### src/rtl/ctt_pkg.sv
// ----------------------------------------------------------------------------
// ctt_pkg
// Shared types and constants for the callout timer table.
// ----------------------------------------------------------------------------
package ctt_pkg;

    localparam int SLOTS_DEF = 8;
    localparam int MAX_FIRES = 8;
    localparam int FIRE_W    = $clog2(MAX_FIRES + 1);

    localparam int KEY_W   = 16;
    localparam int ARG_W   = 32;
    localparam int CNT_W   = 15;
    localparam int SLOT_W  = 3;

    localparam logic CMD_ARM  = 1'b0;
    localparam logic CMD_TICK = 1'b1;

    localparam logic KIND_ACK  = 1'b0;
    localparam logic KIND_FIRE = 1'b1;

    localparam logic STATUS_OK   = 1'b0;
    localparam logic STATUS_FULL = 1'b1;

    typedef struct packed {
        logic [KEY_W-1:0] key;
        logic [ARG_W-1:0] arg;
        logic [CNT_W-1:0] count;
    } entry_t;

    typedef enum logic [2:0] {
        ST_IDLE,
        ST_ARM_SCAN,
        ST_ARM_WR,
        ST_TICK_SCAN,
        ST_TICK_END
    } state_t;

endpackage

### src/rtl/callout_timer_table.sv
// ----------------------------------------------------------------------------
// callout_timer_table
// Table of timeout slots. Arm words set, update or cancel a keyed slot;
// tick words count all armed slots down and report up to MAX_FIRES that expire.
// ----------------------------------------------------------------------------
//  channel   dir  tdata (low bit up)                             tuser  tlast
//  s_        in   key[15:0] arg[47:16] tick_count[62:48]         cmd    -
//  m_        out  status[0] fired_key[16:1] fired_arg[48:17]     kind   last
//                 slot[51:49]
//
//  Each word walks the slots one per cycle, highest index first, unless an
//  output stall holds it; an arm scan stops early on a key match. The single
//  slot-memory read port sets the pace. s_tready is high only while idle.
//  Reset (aresetn low, synchronous) frees every slot at once. A fired result
//  is held back one step so tlast can mark the final one.
// ----------------------------------------------------------------------------
module callout_timer_table
    import ctt_pkg::*;
#(
    parameter int SLOTS = SLOTS_DEF
) (
    input  logic        aclk,
    input  logic        aresetn,
    input  logic        s_tvalid,
    output logic        s_tready,
    input  logic [63:0] s_tdata,   // key, arg, tick_count
    input  logic        s_tuser,   // cmd
    output logic        m_tvalid,
    input  logic        m_tready,
    output logic [55:0] m_tdata,   // status, fired_key, fired_arg, slot
    output logic        m_tuser,   // kind
    output logic        m_tlast    // last
);

    localparam int IW = (SLOTS > 1) ? $clog2(SLOTS) : 1;
    localparam logic [IW-1:0] TOP_IDX = IW'(SLOTS - 1);

    state_t state_reg, state_next;

    logic [IW-1:0]    idx_reg, idx_next;
    logic [KEY_W-1:0] key_reg;
    logic [ARG_W-1:0] arg_reg;
    logic [CNT_W-1:0] ticks_reg;
    logic [IW-1:0]    found_reg, found_next;
    logic             found_vld_reg, found_vld_next;
    logic [SLOTS-1:0] valid_reg, valid_next;
    logic [FIRE_W-1:0] nfire_reg, nfire_next;

    logic             pend_vld_reg, pend_vld_next;
    logic [KEY_W-1:0] pend_key_reg, pend_key_next;
    logic [ARG_W-1:0] pend_arg_reg, pend_arg_next;
    logic [IW-1:0]    pend_idx_reg, pend_idx_next;

    logic              m_valid_reg, m_valid_next;
    logic              m_kind_reg, m_kind_next;
    logic              m_status_reg, m_status_next;
    logic [KEY_W-1:0]  m_key_reg, m_key_next;
    logic [ARG_W-1:0]  m_arg_reg, m_arg_next;
    logic [SLOT_W-1:0] m_slot_reg, m_slot_next;
    logic              m_last_reg, m_last_next;

    logic   wr_en;
    logic [IW-1:0] wr_addr;
    entry_t wr_data;
    entry_t rd_data;

    logic accept, out_free, last_idx;
    logic cur_valid, hit, fire, skip_zero, stall;
    logic [IW+SLOT_W-1:0] pend_ext, found_ext;

    ctt_slot_mem #(
        .SLOTS (SLOTS),
        .IW    (IW)
    ) u_mem (
        .aclk    (aclk),
        .wr_en   (wr_en),
        .wr_addr (wr_addr),
        .wr_data (wr_data),
        .rd_addr (idx_next),
        .rd_data (rd_data)
    );

    assign s_tready = (state_reg == ST_IDLE);
    assign accept   = s_tvalid && s_tready;
    assign out_free = !m_valid_reg || m_tready;
    assign last_idx = (idx_reg == '0);

    assign cur_valid = valid_reg[idx_reg];
    assign hit       = cur_valid && (rd_data.key == key_reg);
    assign fire      = cur_valid && (rd_data.count == '0) &&
                       (nfire_reg < FIRE_W'(MAX_FIRES));
    assign skip_zero = cur_valid && (rd_data.count == '0) && !fire;
    assign stall     = fire && pend_vld_reg && !out_free;

    assign pend_ext  = {{SLOT_W{1'b0}}, pend_idx_reg};
    assign found_ext = {{SLOT_W{1'b0}}, found_reg};

    // next state
    always_comb begin
        state_next = state_reg;
        case (state_reg)
            ST_IDLE: begin
                if (accept) begin
                    state_next = (s_tuser == CMD_TICK) ? ST_TICK_SCAN : ST_ARM_SCAN;
                end
            end
            ST_ARM_SCAN: begin
                if (hit || last_idx) begin
                    state_next = ST_ARM_WR;
                end
            end
            ST_ARM_WR: begin
                if (out_free) begin
                    state_next = ST_IDLE;
                end
            end
            ST_TICK_SCAN: begin
                if (!stall && last_idx) begin
                    state_next = ST_TICK_END;
                end
            end
            ST_TICK_END: begin
                if (!pend_vld_reg || out_free) begin
                    state_next = ST_IDLE;
                end
            end
            default: state_next = ST_IDLE;
        endcase
    end

    // datapath
    always_comb begin
        idx_next       = idx_reg;
        found_next     = found_reg;
        found_vld_next = found_vld_reg;
        valid_next     = valid_reg;
        nfire_next     = nfire_reg;
        pend_vld_next  = pend_vld_reg;
        pend_key_next  = pend_key_reg;
        pend_arg_next  = pend_arg_reg;
        pend_idx_next  = pend_idx_reg;
        m_valid_next   = m_valid_reg && !m_tready;
        m_kind_next    = m_kind_reg;
        m_status_next  = m_status_reg;
        m_key_next     = m_key_reg;
        m_arg_next     = m_arg_reg;
        m_slot_next    = m_slot_reg;
        m_last_next    = m_last_reg;
        wr_en          = 1'b0;
        wr_addr        = idx_reg;
        wr_data        = rd_data;

        case (state_reg)
            ST_IDLE: begin
                idx_next       = TOP_IDX;
                found_vld_next = 1'b0;
                nfire_next     = '0;
            end
            ST_ARM_SCAN: begin
                if (hit) begin
                    found_next     = idx_reg;
                    found_vld_next = 1'b1;
                end else begin
                    if (!cur_valid && !found_vld_reg) begin
                        found_next     = idx_reg;
                        found_vld_next = 1'b1;
                    end
                    if (!last_idx) begin
                        idx_next = idx_reg - 1'b1;
                    end
                end
            end
            ST_ARM_WR: begin
                if (out_free) begin
                    m_valid_next  = 1'b1;
                    m_kind_next   = KIND_ACK;
                    m_key_next    = '0;
                    m_arg_next    = '0;
                    m_last_next   = 1'b1;
                    if (found_vld_reg) begin
                        wr_en         = 1'b1;
                        wr_addr       = found_reg;
                        wr_data.key   = (ticks_reg != '0) ? key_reg : '0;
                        wr_data.arg   = arg_reg;
                        wr_data.count = ticks_reg;
                        valid_next[found_reg] = (ticks_reg != '0);
                        m_status_next = STATUS_OK;
                        m_slot_next   = found_ext[SLOT_W-1:0];
                    end else begin
                        m_status_next = STATUS_FULL;
                        m_slot_next   = '0;
                    end
                    idx_next = TOP_IDX;
                end
            end
            ST_TICK_SCAN: begin
                if (!stall) begin
                    if (fire) begin
                        if (pend_vld_reg) begin
                            m_valid_next  = 1'b1;
                            m_kind_next   = KIND_FIRE;
                            m_status_next = STATUS_OK;
                            m_key_next    = pend_key_reg;
                            m_arg_next    = pend_arg_reg;
                            m_slot_next   = pend_ext[SLOT_W-1:0];
                            m_last_next   = 1'b0;
                        end
                        pend_vld_next       = 1'b1;
                        pend_key_next       = rd_data.key;
                        pend_arg_next       = rd_data.arg;
                        pend_idx_next       = idx_reg;
                        valid_next[idx_reg] = 1'b0;
                        nfire_next          = nfire_reg + 1'b1;
                    end else if (cur_valid && !skip_zero) begin
                        wr_en         = 1'b1;
                        wr_data.count = rd_data.count - 1'b1;
                    end
                    idx_next = last_idx ? TOP_IDX : idx_reg - 1'b1;
                end
            end
            ST_TICK_END: begin
                idx_next = TOP_IDX;
                if (pend_vld_reg && out_free) begin
                    m_valid_next  = 1'b1;
                    m_kind_next   = KIND_FIRE;
                    m_status_next = STATUS_OK;
                    m_key_next    = pend_key_reg;
                    m_arg_next    = pend_arg_reg;
                    m_slot_next   = pend_ext[SLOT_W-1:0];
                    m_last_next   = 1'b1;
                    pend_vld_next = 1'b0;
                end
            end
            default: ;
        endcase
    end

    always_ff @(posedge aclk) begin
        if (!aresetn) begin
            state_reg     <= ST_IDLE;
            idx_reg       <= TOP_IDX;
            found_vld_reg <= 1'b0;
            valid_reg     <= '0;
            nfire_reg     <= '0;
            pend_vld_reg  <= 1'b0;
            m_valid_reg   <= 1'b0;
        end else begin
            state_reg     <= state_next;
            idx_reg       <= idx_next;
            found_vld_reg <= found_vld_next;
            valid_reg     <= valid_next;
            nfire_reg     <= nfire_next;
            pend_vld_reg  <= pend_vld_next;
            m_valid_reg   <= m_valid_next;
        end
    end

    always_ff @(posedge aclk) begin
        if (accept) begin
            key_reg   <= s_tdata[15:0];
            arg_reg   <= s_tdata[47:16];
            ticks_reg <= s_tdata[62:48];
        end
        found_reg    <= found_next;
        pend_key_reg <= pend_key_next;
        pend_arg_reg <= pend_arg_next;
        pend_idx_reg <= pend_idx_next;
        m_kind_reg   <= m_kind_next;
        m_status_reg <= m_status_next;
        m_key_reg    <= m_key_next;
        m_arg_reg    <= m_arg_next;
        m_slot_reg   <= m_slot_next;
        m_last_reg   <= m_last_next;
    end

    assign m_tvalid = m_valid_reg;
    assign m_tuser  = m_kind_reg;
    assign m_tlast  = m_last_reg;
    assign m_tdata  = {4'b0000, m_slot_reg, m_arg_reg, m_key_reg, m_status_reg};

endmodule

### src/rtl/ctt_slot_mem.sv
// ----------------------------------------------------------------------------
// ctt_slot_mem
// Slot payload storage: key, argument and count per slot, one write port,
// one read port with registered read data.
// ----------------------------------------------------------------------------
module ctt_slot_mem
    import ctt_pkg::*;
#(
    parameter int SLOTS = SLOTS_DEF,
    parameter int IW    = (SLOTS > 1) ? $clog2(SLOTS) : 1
) (
    input  logic          aclk,
    input  logic          wr_en,
    input  logic [IW-1:0] wr_addr,
    input  entry_t        wr_data,
    input  logic [IW-1:0] rd_addr,
    output entry_t        rd_data
);

    entry_t mem [SLOTS];

    always_ff @(posedge aclk) begin
        if (wr_en) begin
            mem[wr_addr] <= wr_data;
        end
    end

    always_ff @(posedge aclk) begin
        rd_data <= mem[rd_addr];
    end

endmodule
### config.mk
export PLATFORM = sky130hd
export DESIGN_NAME = callout_timer_table
export DESIGN_NICKNAME = d
export VERILOG_FILES = /design/src/rtl/ctt_pkg.sv /design/src/rtl/callout_timer_table.sv /design/src/rtl/ctt_slot_mem.sv
export SDC_FILE = /design/constraint.sdc
export NUM_CORES = 1
export LEC_CHECK = 0
export BUFFER_PORTS_ARGS = -buffer_cell sky130_fd_sc_hd__buf_2
export CAP_MARGIN = 20
export CORE_MARGIN = 2
export CORE_UTILIZATION = 40
export CTS_BUF_LIST = sky130_fd_sc_hd__clkbuf_16
export CTS_CLUSTER_DIAMETER = 60
export DETAILED_ROUTE_END_ITERATION = 16
export PLACE_DENSITY = 0.62
export SLEW_MARGIN = 20
export SYNTH_ARGS = -nofsm -noshare
export SYNTH_HDL_FRONTEND = slang
export SYNTH_SLANG_ARGS = --single-unit
### constraint.sdc
create_clock -name aclk -period 8.25 [get_ports aclk]
set_input_delay 1.65 -clock aclk [delete_from_list [all_inputs] [get_ports aclk]]
set_output_delay 1.65 -clock aclk [all_outputs]
set_load 0.01 [all_outputs]
After elaboration in Yosys (flattened, before gate mapping)
Memories as Yosys holds them, arrays and structs flattened. A register that Yosys moved wholly into a read port is not among the register bits.
Index checks and enable logic that the tools add are counted.
{"block": "word_totals", "regBits": 192, "ram_bits": 504, "inputBits": 69, "out_inout_bits": 60, "word_cells": 188, "n_memories": 1}
{"memory": "u_mem.mem", "words": 8, "word_bits": 63, "read_ports": 1, "rd_ports_with_merged_regs": 1, "wr": 1, "line": "ctt_slot_mem.sv:20", "text": "entry_t mem [SLOTS];"}
{"block": "op_classes", "n_addsub": 3, "n_lt_le_gt_ge": 5, "eq_ne": 16, "n_mux": 95, "bitwise": 3, "reduce_logical": 45}
{"cell": "32-bit two-way mux", "count": 5}
{"cell": "63-bit two-way mux", "count": 2}
{"cell": "16-bit two-way mux", "count": 6}
{"cell": "32-bit one-hot mux with 3 select lines", "count": 1}
{"cell": "3-bit two-way mux", "count": 21}
{"cell": "48-bit two-way mux", "count": 1}
{"cell": "16-bit one-hot mux with 3 select lines", "count": 1}
{"cell": "15-bit two-way mux", "count": 3}
{"cell": "8-bit two-way mux", "count": 4}
{"cell": "1-bit two-way mux", "count": 31}
{"cell": "15-bit one-hot mux with 2 select lines", "count": 1}
{"cell": "2-bit inequality test, second input constant", "count": 9}
{"cell": "16-bit == test", "count": 1}
{"cell": "8-bit one-hot mux with 2 select lines", "count": 1}
{"cell": "15-bit logical NOT", "count": 1}
{"cell": "3-bit one-hot mux with 5 select lines", "count": 1}
{"cell": "15-bit nonzero test", "count": 1}
{"cell": "15-bit by 1-bit subtractor with 15-bit output, second input constant", "count": 1}
{"cell": "1-bit logical AND", "count": 14}
{"cell": "1-bit one-hot mux with 3 select lines", "count": 4}
{"cell": "3-bit one-hot mux with 4 select lines", "count": 1}
{"cell": "5-bit AND reduction", "count": 2}
{"cell": "2-bit nonzero test", "count": 5}
{"cell": "1-bit logical NOT", "count": 9}
{"cell": "29 further kinds", "count": 41}

Logic depth before layout (Yosys ltp)
{"block": "depth", "depth_word": 14, "mapped_depth": 13, "mapped_depth_nobuf": 10}

Hierarchy
A second synthesis with hierarchy kept.
{"block": "hier_totals", "cells_unflattened": 1525, "area_unflattened_um2": 28850.2}
{"module": "ctt_slot_mem", "instances": 1, "cells_per_inst": 804, "area_each_um2": 20229.4, "seq_area_each_um2": 16395.7}
{"module": "callout_timer_table", "instances": 1, "cells_per_inst": 721, "area_each_um2": 8620.8, "seq_area_each_um2": 5555.3}

Worst setup path after synthesis
Ideal clock, no wire load.
{"block": "synth_path", "kind": "input to register", "from": "input m_tready", "to": "memory u_mem.mem[0][0] (netlist name), enable pin", "setup_ns": 0.485, "arrival_time_ns": 5.528, "required_ns": 7.765, "path_slack_ns": 2.238, "path_stages": 7, "n_path_buf": 1, "cell_sequence": "nand2b_1 > and2_1 > nand2_1 > nor2_1 > clkbuf_1 > a21oi_1 > nor2_1"}
{"block": "synth_via", "elab_chain_cells": 7, "word_cells_on_any_way": 10, "cone_classes": "mux: 7; reduce/logical: 3"}
{"element": "start: declaration", "line": "callout_timer_table.sv:29", "text": "input logic m_tready,"}
{"element": "1-bit logical OR *", "line": "callout_timer_table.sv:85", "text": "assign out_free = !m_valid_reg || m_tready;"}
{"element": "1-bit logical NOT", "line": "callout_timer_table.sv:93", "text": "assign stall = fire && pend_vld_reg && !out_free;"}
{"element": "1-bit logical AND", "line": "callout_timer_table.sv:93"}
{"element": "1-bit two-way mux", "line": "callout_timer_table.sv:197", "text": "if (!stall) begin"}
{"element": "1-bit one-hot mux with 2 select lines", "line": "callout_timer_table.sv:153", "text": "case (state_reg)"}
{"element": "1-bit two-way mux", "line": "ctt_slot_mem.sv:23", "text": "if (wr_en) begin"}
{"element": "1-bit two-way mux (implied by the code)", "line": "ctt_slot_mem.sv:24", "text": "mem[wr_addr] <= wr_data;"}
{"element": "end: declaration", "line": "ctt_slot_mem.sv:20"}
Mark *: on every way between the ends. The rest lies on a longest branch, timed or not.

Final worst setup path
{"block": "layout_path", "from": "register idx_reg[0]", "to": "register u_mem.rd_data[45] (netlist name)"}
{"block": "layout_via", "elab_chain_cells": 8, "word_cells_on_any_way": 15, "cone_classes": "add/sub: 1; mux: 8; reduce/logical: 6"}
{"element": "start: declaration", "line": "callout_timer_table.sv:40", "text": "logic [IW-1:0] idx_reg, idx_next;"}
{"element": "start signal: assignment", "line": "callout_timer_table.sv:249", "text": "idx_reg <= idx_next;"}
{"element": "1-bit binary-select mux with 3-bit select", "line": "callout_timer_table.sv:88", "text": "assign cur_valid = valid_reg[idx_reg];"}
{"element": "1-bit two-way mux (implied by the code)", "line": "callout_timer_table.sv:88"}
{"element": "1-bit logical AND (2 in series)", "line": "callout_timer_table.sv:90", "text": "assign fire = cur_valid && (rd_data.count == '0) &&"}
{"element": "1-bit logical AND (2 in series)", "line": "callout_timer_table.sv:93"}
{"element": "3-bit two-way mux", "line": "callout_timer_table.sv:197"}
{"element": "3-bit one-hot mux with 4 select lines *", "line": "callout_timer_table.sv:153"}
Mark *: on every way between the ends. The rest lies on a longest branch, timed or not. The select of a mux whose other input is x is not followed.
A chain may end at the register's enable or synchronous reset.

==> results.sh <==
export IMPL_status="completed"
export IMPL_critical_path_class="register to register"
export IMPL_first_global_vias=19975
export IMPL_layout_nets=2272
export IMPL_drive_gt1_share_pct=13.7
export IMPL_cp_arrival_ps=5850
export IMPL_antenna_found_initial=1
export IMPL_yosysMostFrequentCell="edfxtp_1"
export IMPL_synth_commonest_cells="675 x edfxtp_1, 152 x clkbuf_1, 142 x nand2_1, 126 x and4_1, 126 x o31a_1"
export IMPL_drc=0
export IMPL_synth_edff_count=675
export IMPL_clkSlewWorstSetupHoldPaths_ps=60
export IMPL_fmax_mhz=189
export IMPL_peakVddDrop_uv=347
export IMPL_crit_slowest_cell="dfxtp_1"
export IMPL_ios=129
export IMPL_slew_viol_final=0
export IMPL_area_growth_pct=13.1
export IMPL_slowest_delay_ps=810
export IMPL_dieArea_um2=80900
export IMPL_cts_tree="built"
export IMPL_ys_ff_latch=759
export IMPL_end_kind="register"
export IMPL_yosysTopAreaCell="edfxtp_1"
export IMPL_fin_worst_skew_ps=38.8
export IMPL_synthArstFlopShare_pct=0
export IMPL_dp_slack_ps=2700
export IMPL_synth_cell_types=65
export IMPL_grt_max_degree=191
export IMPL_syn_area_um2=31400
export IMPL_drtPass1Iterations=5
export IMPL_switching_share_pct=32.1
export IMPL_max_cap_violations=0
export IMPL_rows=102
export IMPL_clock_path_buffers=3
export IMPL_crit_path_max_fanout=53
export IMPL_final_util_pct=45.9
export IMPL_tns_ps=0
export IMPL_ys_warn_count=0
export IMPL_n_fill_cell=6842
export IMPL_critPathTopFamily="simple AND/OR/NAND/NOR gates"
export IMPL_rsz0062_at_grt="no"
export IMPL_wl_met2_mm=40.0
export IMPL_top_layer_used="met4"
export IMPL_gr_total_overflow=0
export IMPL_holdWs_ps=428
export IMPL_ctsHoldBuffers=0
export IMPL_cp_cell_sequence="mux4_2 > mux2i_1 > nor4_1 > o311ai_1 > and2_4 > nand3_2 > buf_4 > o2111ai_1"
export IMPL_placed_cell_area_um2=32900
export IMPL_finalNonFillerCells=3306
export IMPL_wl_mm=80.9
export IMPL_cts_made_buffers=82
export IMPL_p_leak_nw=12.2
export IMPL_grt_total_usage_pct=19.4
export IMPL_seq_area_frac_synth_pct=69.8
export IMPL_die_h_um=284
export IMPL_final_hold_viol_count=0
export IMPL_dr_wl_met3_mm=5.71
export IMPL_cts_resized=0
export IMPL_diodes=0
export IMPL_gp_congestion=0.818
export IMPL_cts_setup_buffers=0
export IMPL_coreArea_um2=77600
export IMPL_synth_area_leaders="edfxtp_1 64%, dfxtp_1 5.3%, and4_1 3.5%"
export IMPL_wl_per_cell_um=24.5
export IMPL_start_kind="register"
export IMPL_hp_class="register to register"
export IMPL_clkSinkCount=759
export IMPL_top_regs="u_mem.mem (504), u_mem.rd_data (63)"
export IMPL_place_hpwl_mm=39.3
export IMPL_die_x_um=284
export IMPL_grt_pass1_wl_mm=122
export IMPL_post_route_period_util_pct=64.2
export IMPL_h_tree_depth=3
export IMPL_drt_iter0_drc=1947
export IMPL_clockPowerShare_pct=30.0
export IMPL_avgViaCountPerCell=5.99
export IMPL_via_count=19817
export IMPL_p_int_mw=8.22
export IMPL_ys_flop_type="edfxtp_1"
export IMPL_wl_met1_mm=33.4
export IMPL_synth_area_per_cell_um2=14.5
export IMPL_seq_power_share_pct=44.7
export IMPL_worst_pin_slew_ps=1190
export IMPL_clock_root_buffer="clkbuf_16"
export IMPL_initial_core_util_pct=40.5
export IMPL_power_density_nw_per_um2=340
export IMPL_crit_buf_inv=1
export IMPL_finalWorstSetupSlack_ps=2950
export IMPL_switching_power_mw=3.89
export IMPL_maxSlewHeadroom_pct=20.4
export IMPL_combPwrFrac_pct=25.3
export IMPL_stdcell_area_um2=35600
export IMPL_synth_top_area_share_pct=64.5
export IMPL_p_total_mw=12.1
export IMPL_clock_latency_ps=660
export IMPL_port_buffers=123
export IMPL_fin_crit_ps=5300
export IMPL_crit_required_ps=8800
export IMPL_setup_violations=0
export IMPL_largest_register="u_mem.mem"
export IMPL_synthCells=2172
export IMPL_largest_reg_flops=504
export IMPL_ant_nets=0
export IMPL_placedCellCount=3152
[final timing paths]
check / slack, ps / depth (start not counted) / startpoint / end
worst min-delay path: 430 / 0 / u_mem.rd_data[45] / pend_arg_reg[30]
worst min register to register: 430 / 0 / u_mem.rd_data[45] / pend_arg_reg[30]
worst max register to register: 2950 / 8 / idx_reg[0] / u_mem.rd_data[45]
worst max-delay path: 2950 / 8 / idx_reg[0] / u_mem.rd_data[45]
[power groups by stage]
stage          Clock, mW  Sequential [mW]  Combinational, mW
6_report            3.64             5.41               3.07
5_1_grt             3.86             5.45               3.32
4_1_cts             3.71             5.41               3.07
3_5_place_dp           0             5.48               3.06
3_3_place_gp           0             5.48               2.96
2_1_floorplan          0             5.36               2.16
[metal layers]
layer | track usage [%] | vias to the layer above
met2 | 33.3 | 796
met5 | 0 | -
met4 | 6.09 | 0
met1 | 25.1 | 10074
met3 | 3.56 | 136
li1 | - | 8811
[layout by cell type (no fill, tap or decap), types with 29 or more instances in the layout]
cell | netlist | layout
a211o_1 | 64 | 64
and2_1 | 56 | 54
and4_1 | 126 | 126
buf_2 | 32 | 123
clkbuf_16 | 0 | 83
dfxtp_1 | 84 | 84
edfxtp_1 | 675 | 675
mux2i_1 | 72 | 72
nand2_1 | 142 | 142
nand4_1 | 65 | 65
nor2_1 | 39 | 29
o2111ai_1 | 63 | 63
o211ai_1 | 65 | 65
o21ai_0 | 34 | 34
o21ai_1 | 52 | 52
o31a_1 | 126 | 126
o31ai_1 | 65 | 65
[kinds of logic after synthesis]
family          synth area share (%)
flops                           69.8
compound gates                  13.9
simple gates                    9.83
buf+inv                         3.31
mux                             2.47
xor+xnor                       0.473
fa+ha+maj                      0.239
other cells                   0.0119
[worst register-to-register path, stage by stage, from the launching register on]
cell	delay [ps]
dfxtp_1	810
mux4_2	640
mux2i_1	650
nor4_1	240
o311ai_1	530
and2_4	720
nand3_2	650
buf_4	630
o2111ai_1	350
[area by class of cell]
class	instances	area [um^2]	share of cell area (%)
Sequential cell	759	22000	61.7
Multi-Input combinational cell	1185	8620	24.2
Clock buffer	83	2080	5.84
Tap cell	1040	1300	3.66
Timing Repair Buffer	157	966	2.71
Clock inverter	70	623	1.75
Inverter	12	45.0	0.127
(Power assumes the default switching activity.)
